==> src/hw/rtl/asc_pkg.sv <==
package asc_pkg;

   localparam int unsigned CAP_W = 16;
   localparam logic [CAP_W-1:0] CAP_RESET = '1;

   typedef struct packed {
      logic [7:0] ch;
      logic       chunk_end;
   } req_type;

   typedef struct packed {
      logic       emit;
      logic [7:0] out_char;
      logic [2:0] status;
   } rsp_type;

   // scanner modes
   localparam logic [1:0] MODE_NORMAL = 2'd0;
   localparam logic [1:0] MODE_BLOCK  = 2'd1;
   localparam logic [1:0] MODE_LINE   = 2'd2;
   localparam logic [1:0] MODE_STRING = 2'd3;

   // result status codes
   localparam logic [2:0] ST_IN_LINE     = 3'd0;
   localparam logic [2:0] ST_LINE_DONE   = 3'd1;
   localparam logic [2:0] ST_BAD_COMMENT = 3'd2;
   localparam logic [2:0] ST_BAD_STRING  = 3'd3;
   localparam logic [2:0] ST_NO_SPACE    = 3'd4;
   localparam logic [2:0] ST_NO_TERM     = 3'd5;
   localparam logic [2:0] ST_NONE        = 3'd0;

   // character codes
   localparam logic [7:0] CH_LBRACE = 8'h7B;
   localparam logic [7:0] CH_RBRACE = 8'h7D;
   localparam logic [7:0] CH_SEMI   = 8'h3B;
   localparam logic [7:0] CH_QUOTE  = 8'h22;
   localparam logic [7:0] CH_TAB    = 8'h09;
   localparam logic [7:0] CH_CR     = 8'h0D;
   localparam logic [7:0] CH_LF     = 8'h0A;
   localparam logic [7:0] CH_NUL    = 8'h00;
   localparam logic [7:0] CH_SPACE  = 8'h20;

endpackage

==> src/hw/rtl/asm_source_comment_stripper_core.sv <==
// Channel  Direction  Handshake            Payload
// req      in         req_valid/req_stall  asc_pkg::req_type {ch, chunk_end}
// rsp      out        rsp_valid/rsp_stall  asc_pkg::rsp_type {emit, out_char, status}
// csr      in         csr_valid/csr_ready  out_capacity, 16 bits
//
// One character per clock sustained while rsp_stall is low; each item passes the input
// register, then a single filter pass, then the result register.
// Reset is synchronous: mode normal, no sticky error, count zero, capacity full.
// A stalled result holds; the input register then holds too and req_stall rises,
// so at most one item waits behind a stalled result.
module asm_source_comment_stripper_core (
   input  logic                      clock,
   input  logic                      reset,
   input  logic                      req_valid,
   output logic                      req_stall,
   input  asc_pkg::req_type          req_data,
   output logic                      rsp_valid,
   input  logic                      rsp_stall,
   output asc_pkg::rsp_type          rsp_data,
   input  logic                      csr_valid,
   output logic                      csr_ready,
   input  logic [asc_pkg::CAP_W-1:0] csr_data
);

   // input register
   logic             req_valid_ff;
   asc_pkg::req_type req_data_ff;

   // result register
   logic             rsp_valid_ff;
   asc_pkg::rsp_type rsp_data_ff;

   // capacity register
   logic [asc_pkg::CAP_W-1:0] capacity_ff;

   logic             rsp_free;
   logic             advance;
   asc_pkg::rsp_type result;

   // result slot can take a new item when empty or when its transfer completes
   assign rsp_free  = !rsp_valid_ff || !rsp_stall;
   // an item moves from input register through the filter into the result register
   assign advance   = req_valid_ff && rsp_free;
   assign req_stall = req_valid_ff && !rsp_free;

   // the user must issue config writes only while idle; the block does not enforce this, so always ready
   assign csr_ready = 1'b1;

   always_ff @(posedge clock) begin
      if (reset) begin
         capacity_ff <= asc_pkg::CAP_RESET;
      end else if (csr_valid) begin
         capacity_ff <= csr_data;
      end
   end

   always_ff @(posedge clock) begin
      if (reset) begin
         req_valid_ff <= 1'b0;
      end else if (!req_stall) begin
         req_valid_ff <= req_valid;
      end
   end

   always_ff @(posedge clock) begin
      if (!req_stall) begin
         req_data_ff <= req_data;
      end
   end

   asc_filter u_filter (
      .clock    (clock),
      .reset    (reset),
      .advance  (advance),
      .item     (req_data_ff),
      .capacity (capacity_ff),
      .result   (result)
   );

   always_ff @(posedge clock) begin
      if (reset) begin
         rsp_valid_ff <= 1'b0;
      end else if (advance) begin
         rsp_valid_ff <= 1'b1;
      end else if (rsp_free) begin
         rsp_valid_ff <= 1'b0;
      end
   end

   always_ff @(posedge clock) begin
      if (advance) begin
         rsp_data_ff <= result;
      end
   end

   assign rsp_valid = rsp_valid_ff;
   assign rsp_data  = rsp_data_ff;

endmodule

==> src/hw/rtl/asc_filter.sv <==
module asc_filter (
   input  logic                       clock,
   input  logic                       reset,
   input  logic                       advance,
   input  asc_pkg::req_type           item,
   input  logic [asc_pkg::CAP_W-1:0]  capacity,
   output asc_pkg::rsp_type           result
);

   logic [1:0]                mode_ff, mode_in;
   logic                      space_ff, space_in;
   logic [asc_pkg::CAP_W-1:0] count_ff, count_in;
   logic [2:0]                sticky_ff, sticky_in;

   logic       line_end;
   logic       emit;
   logic [7:0] out_ch;
   logic [7:0] plain_ch;
   logic       done;
   logic       abort;
   logic [2:0] err_code;
   logic [2:0] status;

   assign line_end = (item.ch == asc_pkg::CH_LF) || (item.ch == asc_pkg::CH_NUL);
   assign plain_ch = (item.ch == asc_pkg::CH_TAB) ? asc_pkg::CH_SPACE : item.ch;

   always_comb begin
      mode_in   = mode_ff;
      space_in  = space_ff;
      count_in  = count_ff;
      sticky_in = sticky_ff;
      emit      = 1'b0;
      out_ch    = asc_pkg::CH_NUL;
      done      = 1'b0;
      abort     = 1'b0;
      err_code  = asc_pkg::ST_NONE;
      status    = asc_pkg::ST_IN_LINE;

      if (sticky_ff != asc_pkg::ST_NONE) begin
         status = sticky_ff;
      end else if (count_ff >= capacity) begin
         sticky_in = asc_pkg::ST_NO_SPACE;
         status    = asc_pkg::ST_NO_SPACE;
      end else begin
         case (mode_ff)
            asc_pkg::MODE_NORMAL: begin
               if (item.ch == asc_pkg::CH_LBRACE) begin
                  mode_in = asc_pkg::MODE_BLOCK;
               end else if (item.ch == asc_pkg::CH_SEMI) begin
                  mode_in = asc_pkg::MODE_LINE;
               end else if (item.ch == asc_pkg::CH_RBRACE) begin
                  abort    = 1'b1;
                  err_code = asc_pkg::ST_BAD_COMMENT;
               end else if (item.ch == asc_pkg::CH_QUOTE) begin
                  emit    = 1'b1;
                  out_ch  = item.ch;
                  mode_in = asc_pkg::MODE_STRING;
               end else if (item.ch == asc_pkg::CH_CR) begin
                  emit = 1'b0;
               end else if (line_end) begin
                  emit   = 1'b1;
                  out_ch = item.ch;
                  done   = 1'b1;
               end else if (!((plain_ch == asc_pkg::CH_SPACE) && space_ff)) begin
                  emit     = 1'b1;
                  out_ch   = plain_ch;
                  space_in = (plain_ch == asc_pkg::CH_SPACE);
               end
            end
            asc_pkg::MODE_BLOCK: begin
               if (item.ch == asc_pkg::CH_RBRACE) begin
                  mode_in = asc_pkg::MODE_NORMAL;
               end else if (line_end) begin
                  emit   = 1'b1;
                  out_ch = item.ch;
                  done   = 1'b1;
               end
            end
            asc_pkg::MODE_LINE: begin
               if (line_end) begin
                  emit    = 1'b1;
                  out_ch  = item.ch;
                  done    = 1'b1;
                  mode_in = asc_pkg::MODE_NORMAL;
               end
            end
            default: begin
               if (line_end) begin
                  abort    = 1'b1;
                  err_code = asc_pkg::ST_BAD_STRING;
               end else begin
                  emit   = 1'b1;
                  out_ch = item.ch;
                  if (item.ch == asc_pkg::CH_QUOTE) begin
                     mode_in = asc_pkg::MODE_NORMAL;
                  end
               end
            end
         endcase

         if (abort) begin
            mode_in   = mode_ff;
            space_in  = space_ff;
            sticky_in = err_code;
            status    = err_code;
         end else begin
            count_in = count_ff + asc_pkg::CAP_W'(emit);
            if (done) begin
               space_in = 1'b0;
               status   = asc_pkg::ST_LINE_DONE;
            end else if (count_in >= capacity) begin
               sticky_in = asc_pkg::ST_NO_SPACE;
               status    = asc_pkg::ST_NO_SPACE;
            end else if (item.chunk_end) begin
               space_in = 1'b0;
               status   = asc_pkg::ST_NO_TERM;
            end
         end
      end
   end

   always_ff @(posedge clock) begin
      if (reset) begin
         mode_ff   <= asc_pkg::MODE_NORMAL;
         space_ff  <= 1'b0;
         count_ff  <= '0;
         sticky_ff <= asc_pkg::ST_NONE;
      end else if (advance) begin
         mode_ff   <= mode_in;
         space_ff  <= space_in;
         count_ff  <= count_in;
         sticky_ff <= sticky_in;
      end
   end

   assign result.emit     = emit;
   assign result.out_char = emit ? out_ch : asc_pkg::CH_NUL;
   assign result.status   = status;

endmodule

==> config.mk <==
export PLATFORM = sky130hd
export DESIGN_NAME = asm_source_comment_stripper_core
export DESIGN_NICKNAME = d
export VERILOG_FILES = /design/src/hw/rtl/asc_pkg.sv /design/src/hw/rtl/asm_source_comment_stripper_core.sv /design/src/hw/rtl/asc_filter.sv
export SDC_FILE = /design/constraint.sdc
export NUM_CORES = 1
export LEC_CHECK = 0
export BUFFER_PORTS_ARGS = -buffer_cell sky130_fd_sc_hd__clkbuf_2
export CORE_UTILIZATION = 59
export DETAILED_ROUTE_END_ITERATION = 16
export PLACE_DENSITY = 0.81
export SETUP_SLACK_MARGIN = 0.02
export SLEW_MARGIN = 5
export SYNTH_ARGS = -nofsm -noshare
export SYNTH_HDL_FRONTEND = slang
export SYNTH_HIERARCHICAL = 1
export SYNTH_SLANG_ARGS = --single-unit
==> constraint.sdc <==
create_clock -name clock -period 5.2 [get_ports clock]
set_input_delay 1.04 -clock clock [delete_from_list [all_inputs] [get_ports clock]]
set_output_delay 1.04 -clock clock [all_outputs]
set_load 0.02 [all_outputs]
==> results.json, run 1 <==
{
  "worstReg2RegStart": "req_data_ff[5]$_DFFE_PN_",
  "final_cells": 521,
  "leakage_nw": 1.914,
  "vias": 3142,
  "slowest_stage": "or4_1",
  "synthesis.yosys.warnings": 6,
  "critical_path_required_ns": 5.38,
  "route.final.wire_length_um": 8228,
  "timing.critical_path.buf_inv": 0,
  "grt_util_met3_pct": 4.222,
  "min_from": "u_filter/sticky_ff[2]$_SDFFE_PP0P_",
  "final_net_count": 505,
  "final_antenna_net_count": 0,
  "sinks_on_the_clock_net": 61,
  "route.detailed.wl_per_inst_um": 15.79,
  "syn_area_per_cell_um2": 9.286,
  "reg2reg_depth": 18,
  "post-route-period-util_pct": 94.64,
  "die_y_um": 81.64,
  "layout_min_cycle_time_ns": 4.921,
  "synth.distinct_cells": 59,
  "clock-root-buffer": "clkbuf_8",
  "grt_use_met2_pct": 40.83,
  "antenna-diode-count": 0,
  "dr.first_iter.drc_count": 276,
  "gr-usage-all-layers_pct": 25.64,
  "fin_worst_hold_slack_ns": 0.4866,
  "bufs_on_longest_clock_path": 2,
  "hold_class": "reg2reg",
  "drv_cap": 0,
  "critPathKind": "reg2reg",
  "h-tree-depth": 3,
  "timing.critical_path.max_delay_family": "compound AO/OA/AOI/OAI gates",
  "clkTransAtPathRegs_ns": 0.07,
  "ys_seq_elements": 61,
  "die_width_um": 81.64,
  "hold_end": "u_filter/sticky_ff[2]$_SDFFE_PP0P_",
  "end_kind": "flip-flop",
  "cp_slowest_stage_delay_ns": 0.71,
  "ratio_of_cells_with_drive_above_1_in_the_final_layout_pct": 16.14,
  "num_rows": 28,
  "dpl-instance-area_mm2": 0.003961,
  "crit_fanout": 7,
  "groute.layer.met1.usage_pct": 32.96,
  "asyncSetResetFlopFracSynth_pct": 0,
  "finalSetupViolations": 0,
  "synthToLayoutAreaGrowth_pct": 11.17,
  "final-seq-area_mm2": 0.001431,
  "syn-cell-area_mm2": 0.003742,
  "netlist.area_leader.share_pct": 21.40,
  "maxSlewViolCount": 0,
  "synth_fp_nets": 467,
  "max-vdd-ir-drop_uv": 223.4,
  "slew_of_the_pin_with_the_lowest_slew_margin_ns": 1.127,
  "final_standard_cell_area_without_fillers_mm2": 0.004160,
  "outcome": "finished, final reports clean",
  "placed_cells_incl_taps": 504,
  "crit_path_cell_trace": "or4_1 > a211oi_2 > a2111oi_4 > o21a_2 > ha_1 > ha_1 > and3_1 > nand4_1 > nor2_2 > and3_1 > xor2_1 > ha_1 > nand4_1 > a2111oi_1 > a211oi_2 > a21oi_1 > nor2_1 > o31ai_1",
  "cells_after_synth": 403,
  "sum_of_negative_setup_slack_ns": 0,
  "grt_pass1_wl_um": 12850,
  "floorplan.initialDensity_pct": 62.11,
  "boundary_pins": 45,
  "pwr_cell_area_mw_per_mm2": 237.6,
  "first_global_vias": 2848,
  "insertion_delay_ns": 0.35,
  "worst_hold_path.num_cells": 2,
  "path_common_cell": "ha_1",
  "gp_congestion": 0.9004,
  "die_area_mm2": 0.006665,
  "clock_skew_ns": 0.008183,
  "library_cell_with_the_largest_summed_area_after_synthesis": "dfxtp_1",
  "antenna_found_initial": 0,
  "cp.arrival_ns": 5.11,
  "core_mm2": 0.006026,
  "setup.reg_to_reg.worst_slack_ns": 0.28,
  "unrepaired_setup_endpoints_after_global_routing": "false",
  "grt_max_degree": 45,
  "number_of_filler_cells_placed_in_the_layout": 482,
  "timing.critical_path.depth": 18,
  "synth_enable_flop_cells": 21,
  "critical_path.reg2reg.endpoint": "rsp_data[2]$_DFFE_PP_",
  "first_pass_iters": 5,
  "final-hold-violation-count": 0,
  "busiest_layer": "met2",
  "multi_input_area_mm2": 0.002137,
  "cts_buffers": 9,
  "place.detailed.hpwl_um": 5696,
  "fmax_mhz": 203.2,
  "dominantRegCellSynth": "dfxtp_1",
  "clock_tree_from_tritoncts": "done",
  "vias_per_cell": 6.031,
  "worst_setup_path_start_kind": "flip-flop",
  "final_routed_drc_violation_total": 0,
  "netlist_top_cells_area": "dfxtp_1 (21%), edfxtp_1 (17%), ha_1 (11%)",
  "fin_total_pwr_mw": 0.9884,
  "synth_seq_area_share_pct": 38.25,
  "slew_headroom_pct": 24.84,
  "port_buffers": 43,
  "global_route.overflow_total": 0
}
## cell usage in the layout (no fill, tap or decap), types with 16 or more instances in the layout
cell type and instances:
clkbuf_2 43, nor2_1 29, a21oi_1 23, xor2_1 16
dfxtp_1 40, inv_1 24, a211o_1 16, nor2b_1 19
edfxtp_1 21, nand2_1 24, ha_1 34
## where the power goes
group / internal (mW) / switching, mW / total (mW)
Clock: 0.168 / 0.186 / 0.354
Sequential: 0.514 / 0.0151 / 0.529
Combinational: 0.0448 / 0.0611 / 0.106
## cell type report
type                       count  share of cell area (%)
sequential                    61                   34.41
multi-input combinational    297                   51.37
clock inverter                 6                  0.7519
tap                           75                   2.256
inverter                      25                   2.256
clock buffer                  10                   3.068
timing repair buffer          47                   5.895
## state kept, by name (all words and copies together), names as in the netlist
signal              flops
req_valid_ff            1
u_filter/space_ff       1
u_filter/count_ff      16
u_filter/sticky_ff      3
rsp_data               12
u_filter/mode_ff        2
req_data_ff             9
capacity_ff            16
rsp_valid               1
## kinds of logic after synthesis
group / synth area share [%]
AND/OR/NAND/NOR: 21.63
AO/OA/AOI/OAI: 16.35
flip-flops: 38.25
buffers and inverters: 5.516
adder cells (fa/ha/maj): 11.63
XOR/XNOR: 5.149
multiplexers: 1.371
other: 0.1002
## metal layers
| metal | vias up | wire [um] |
|---|---|---|
| met2 | 140 | 3755 |
| li1 | 1538 | - |
| met1 | 1435 | 3760 |
| met5 | - | 0 |
| met3 | 29 | 468 |
| met4 | 0 | 243 |
## worst max path at each step
| stage | startpoint | to | slack, ns |
|---|---|---|---|
| 3_5_place_dp | req_data_ff[5]$_DFFE_PN_ | rsp_data[2]$_DFFE_PP_ | 0.07 |
| 2_1_floorplan | req_data_ff[5]$_DFFE_PN_ | rsp_data[2]$_DFFE_PP_ | 0.69 |
| 3_3_place_gp | req_data_ff[5]$_DFFE_PN_ | rsp_data[2]$_DFFE_PP_ | 0.35 |
| 6_report | req_data_ff[5]$_DFFE_PN_ | rsp_data[2]$_DFFE_PP_ | 0.28 |
| 5_1_grt | req_data_ff[5]$_DFFE_PN_ | rsp_data[2]$_DFFE_PP_ | 0.04 |
| 4_1_cts | req_data_ff[5]$_DFFE_PN_ | rsp_data[2]$_DFFE_PP_ | 0.03 |
## synthesized netlist by cell type, types with 2 or more instances
| cell type | number |
|---|---|
| nor3_1 | 5 |
| nor4_1 | 2 |
| dfxtp_1 | 40 |
| or3_1 | 8 |
| a2111oi_0 | 2 |
| o21ai_1 | 10 |
| a22oi_1 | 2 |
| a21o_1 | 2 |
| o21bai_1 | 3 |
| ha_1 | 34 |
| buf_2 | 9 |
| o31ai_1 | 3 |
| and3_1 | 8 |
| or4_1 | 5 |
| xnor2_1 | 6 |
| nand2_1 | 24 |
| nand4b_1 | 3 |
| nand4_1 | 10 |
| o211ai_1 | 2 |
| o21a_1 | 2 |
| buf_4 | 3 |
| o21ai_0 | 6 |
| nor2b_1 | 19 |
| xor2_1 | 16 |
| and2_1 | 6 |
| nor2_1 | 30 |
| inv_1 | 24 |
| a211oi_1 | 6 |
| nand2b_1 | 3 |
| a211o_1 | 16 |
| a31oi_1 | 2 |
| clkbuf_1 | 6 |
| edfxtp_1 | 21 |
| buf_6 | 2 |
| and4_1 | 4 |
| mux2i_1 | 4 |
| a21oi_1 | 23 |
| nand3_1 | 11 |
## worst register-to-register path: stages (launching register included)
cell	delay (ns)
edfxtp_1	0.43
or4_1	0.71
a211oi_2	0.36
a2111oi_4	0.16
o21a_2	0.28
ha_1	0.22
ha_1	0.24
and3_1	0.21
nand4_1	0.19
nor2_2	0.10
and3_1	0.22
xor2_1	0.16
ha_1	0.30
nand4_1	0.14
a2111oi_1	0.43
a211oi_2	0.20
a21oi_1	0.18
nor2_1	0.06
o31ai_1	0.18
## stage by stage
step / util, % / worst slack [ns]
2_1_floorplan: - / 0.6855
3_3_place_gp: 65.74 / 0.3455
6_report: 69.04 / 0.2786
3_5_place_dp: 65.74 / 0.07044
4_1_cts: 68.38 / 0.03116
5_1_grt: 69.04 / 0.04432
## repair_timing
action                                  CTS  global route
resized for setup                         0             6
hold buffers                              0             0
endpoints found under the setup margin    0             4
setup buffers                             0             1
No activity file was read; power rests on OpenSTA's default activity.
==> run 2: changes to the inputs <==
- MAX_ROUTING_LAYER: unset -> met4
==> results.json, run 2 (synthesized netlist as in run 1, its figures left out) <==
{
  "outcome": "finished, final reports clean",
  "vias": 3137,
  "global_route.overflow_total": 0,
  "gp_congestion": 0.9157,
  "slew_of_the_pin_with_the_lowest_slew_margin_ns": 1.091,
  "combinationalPowerShare_pct": 10.7,
  "maxSlewViolCount": 0,
  "routed_wire_length_on_met2_um": 3768,
  "setup.reg_to_reg.worst_slack_ns": 0.27,
  "crit_fanout": 7,
  "floorplan.initialDensity_pct": 62.11,
  "wl_met1_um": 3685,
  "slew_headroom_pct": 27.26,
  "place.detailed.hpwl_um": 5696,
  "grt_pass1_wl_um": 12900,
  "worst_setup_path_start_kind": "flip-flop",
  "boundary_pins": 45,
  "antenna_found_initial": 0,
  "final_standard_cell_area_without_fillers_mm2": 0.004160,
  "layout_min_cycle_time_ns": 4.927,
  "insertion_delay_ns": 0.34,
  "first_pass_iters": 5,
  "gr-usage-all-layers_pct": 26.51,
  "final-hold-violation-count": 0,
  "clock_share_of_power_pct": 35.7,
  "clkTransAtPathRegs_ns": 0.07,
  "route.final.wire_length_um": 8180,
  "final_routed_drc_violation_total": 0,
  "vias_per_cell": 6.021,
  "route.detailed.wl_per_inst_um": 15.70,
  "net_sw_power_mw": 0.2611,
  "h-tree-depth": 3,
  "die_area_mm2": 0.006665,
  "clock-root-buffer": "clkbuf_8",
  "finalSetupViolations": 0,
  "final_common_cell": "clkbuf_2",
  "critPathKind": "reg2reg",
  "ratio_of_cells_with_drive_above_1_in_the_final_layout_pct": 16.14,
  "clock_tree_from_tritoncts": "done",
  "met3_length_um": 530,
  "path_common_cell": "ha_1",
  "post-route-period-util_pct": 94.74,
  "grt_max_degree": 45,
  "final_antenna_net_count": 0,
  "pwr_cell_area_mw_per_mm2": 237.3,
  "port_buffers": 43,
  "seq_power_share_pct": 53.5,
  "routed.top_layer": "met4",
  "die_width_um": 81.64,
  "swShare_pct": 26.46,
  "number_of_hold_buffers_added_after_cts": 0,
  "slowest_stage": "or4_1",
  "max-vdd-ir-drop_uv": 223.2,
  "bufs_on_longest_clock_path": 2,
  "core_mm2": 0.006026,
  "cp_slowest_stage_delay_ns": 0.71,
  "clock_skew_ns": 0.007260,
  "layout_common_cells": "clkbuf_2 (43), dfxtp_1 (40), ha_1 (34)",
  "end_kind": "flip-flop",
  "drv_cap": 0,
  "hold_class": "reg2reg",
  "first_global_vias": 2835,
  "sinks_on_the_clock_net": 61,
  "antenna-diode-count": 0,
  "final_net_count": 505,
  "crit_path_cell_trace": "or4_1 > a211oi_2 > a2111oi_4 > o21a_2 > ha_1 > ha_1 > and3_1 > nand4_1 > nor2_2 > and3_1 > xor2_1 > ha_1 > nand4_1 > a2111oi_1 > a211oi_2 > a21oi_1 > nor2_1 > o31ai_1",
  "leakage_nw": 1.914,
  "dr.first_iter.drc_count": 287,
  "num_rows": 28,
  "sum_of_negative_setup_slack_ns": 0,
  "intPower_mw": 0.7260,
  "critical_path_required_ns": 5.38,
  "cp.arrival_ns": 5.11,
  "synthToLayoutAreaGrowth_pct": 11.17,
  "cts_buffers": 9,
  "die_y_um": 81.64,
  "dpl-instance-area_mm2": 0.003961,
  "fmax_mhz": 203.0,
  "unrepaired_setup_endpoints_after_global_routing": "false"
}
## run 2: cell counts in the layout (fill, tap and decap cells not counted)
Identical to the previous run, type by type.
## run 2: per-stage QoR
step	util, %	worst slack [ns]	cells	hold slack, ns	power (mW)
after detailed placement	65.74	0.07044	504	0.4729	0.6429
final	69.04	0.2734	521	0.4913	0.9871
after floorplan	-	0.6855	403	0.4459	0.6107
after CTS	68.38	0.03116	520	0.4825	0.9928
after global routing	69.04	0.04427	521	0.5083	1.028
after global placement	65.74	0.3455	504	0.4626	0.6382
## run 2: timing repair
item | in CTS | in global routing
endpoints found under the setup margin | 0 | 4
gates resized for setup | 0 | 6
buffers inserted | 0 | 1
## run 2: per-layer routing
layer  vias up  global-route usage, %
met5         -                      -
met4         0                  14.39
met2       145                  40.67
met3        33                  4.556
met1      1421                  33.24
li1       1538                      -
## run 2: area by class of cell
cell class / instances / area, um2
timing repair buffer: 47 / 245.2
clock inverter: 6 / 31.28
sequential: 61 / 1431
fill: 482 / 1866
multi-input combinational: 297 / 2137
clock buffer: 10 / 127.6
inverter: 25 / 93.84
tap: 75 / 93.84
## run 2: power groups by stage
stage | clock network (mW) | registers (mW) | logic [mW]
floorplan | 0 | 0.537 | 0.0738
global placement | 0 | 0.537 | 0.101
detailed placement | 0 | 0.539 | 0.104
CTS | 0.360 | 0.528 | 0.105
global route | 0.378 | 0.532 | 0.118
finish | 0.353 | 0.529 | 0.106
## run 2: critical path, delay by kind of cell, from the launching register on
family                   cells  cell delay, ns
flip-flops                   1            0.43
AND/OR/NAND/NOR              7            1.63
adder cells (fa/ha/maj)      3            0.76
XOR/XNOR                     1            0.15
AO/OA/AOI/OAI                7            1.79
## run 2: path summary, 6_finish.rpt
check                                          start                                 end  depth (start not counted)
hold reg to reg   u_filter/sticky_ff[2]$_SDFFE_PP0P_  u_filter/sticky_ff[2]$_SDFFE_PP0P_                          2
setup / recovery            req_data_ff[5]$_DFFE_PN_               rsp_data[2]$_DFFE_PP_                         18
hold / removal    u_filter/sticky_ff[2]$_SDFFE_PP0P_  u_filter/sticky_ff[2]$_SDFFE_PP0P_                          2
setup reg to reg            req_data_ff[5]$_DFFE_PN_               rsp_data[2]$_DFFE_PP_                         18
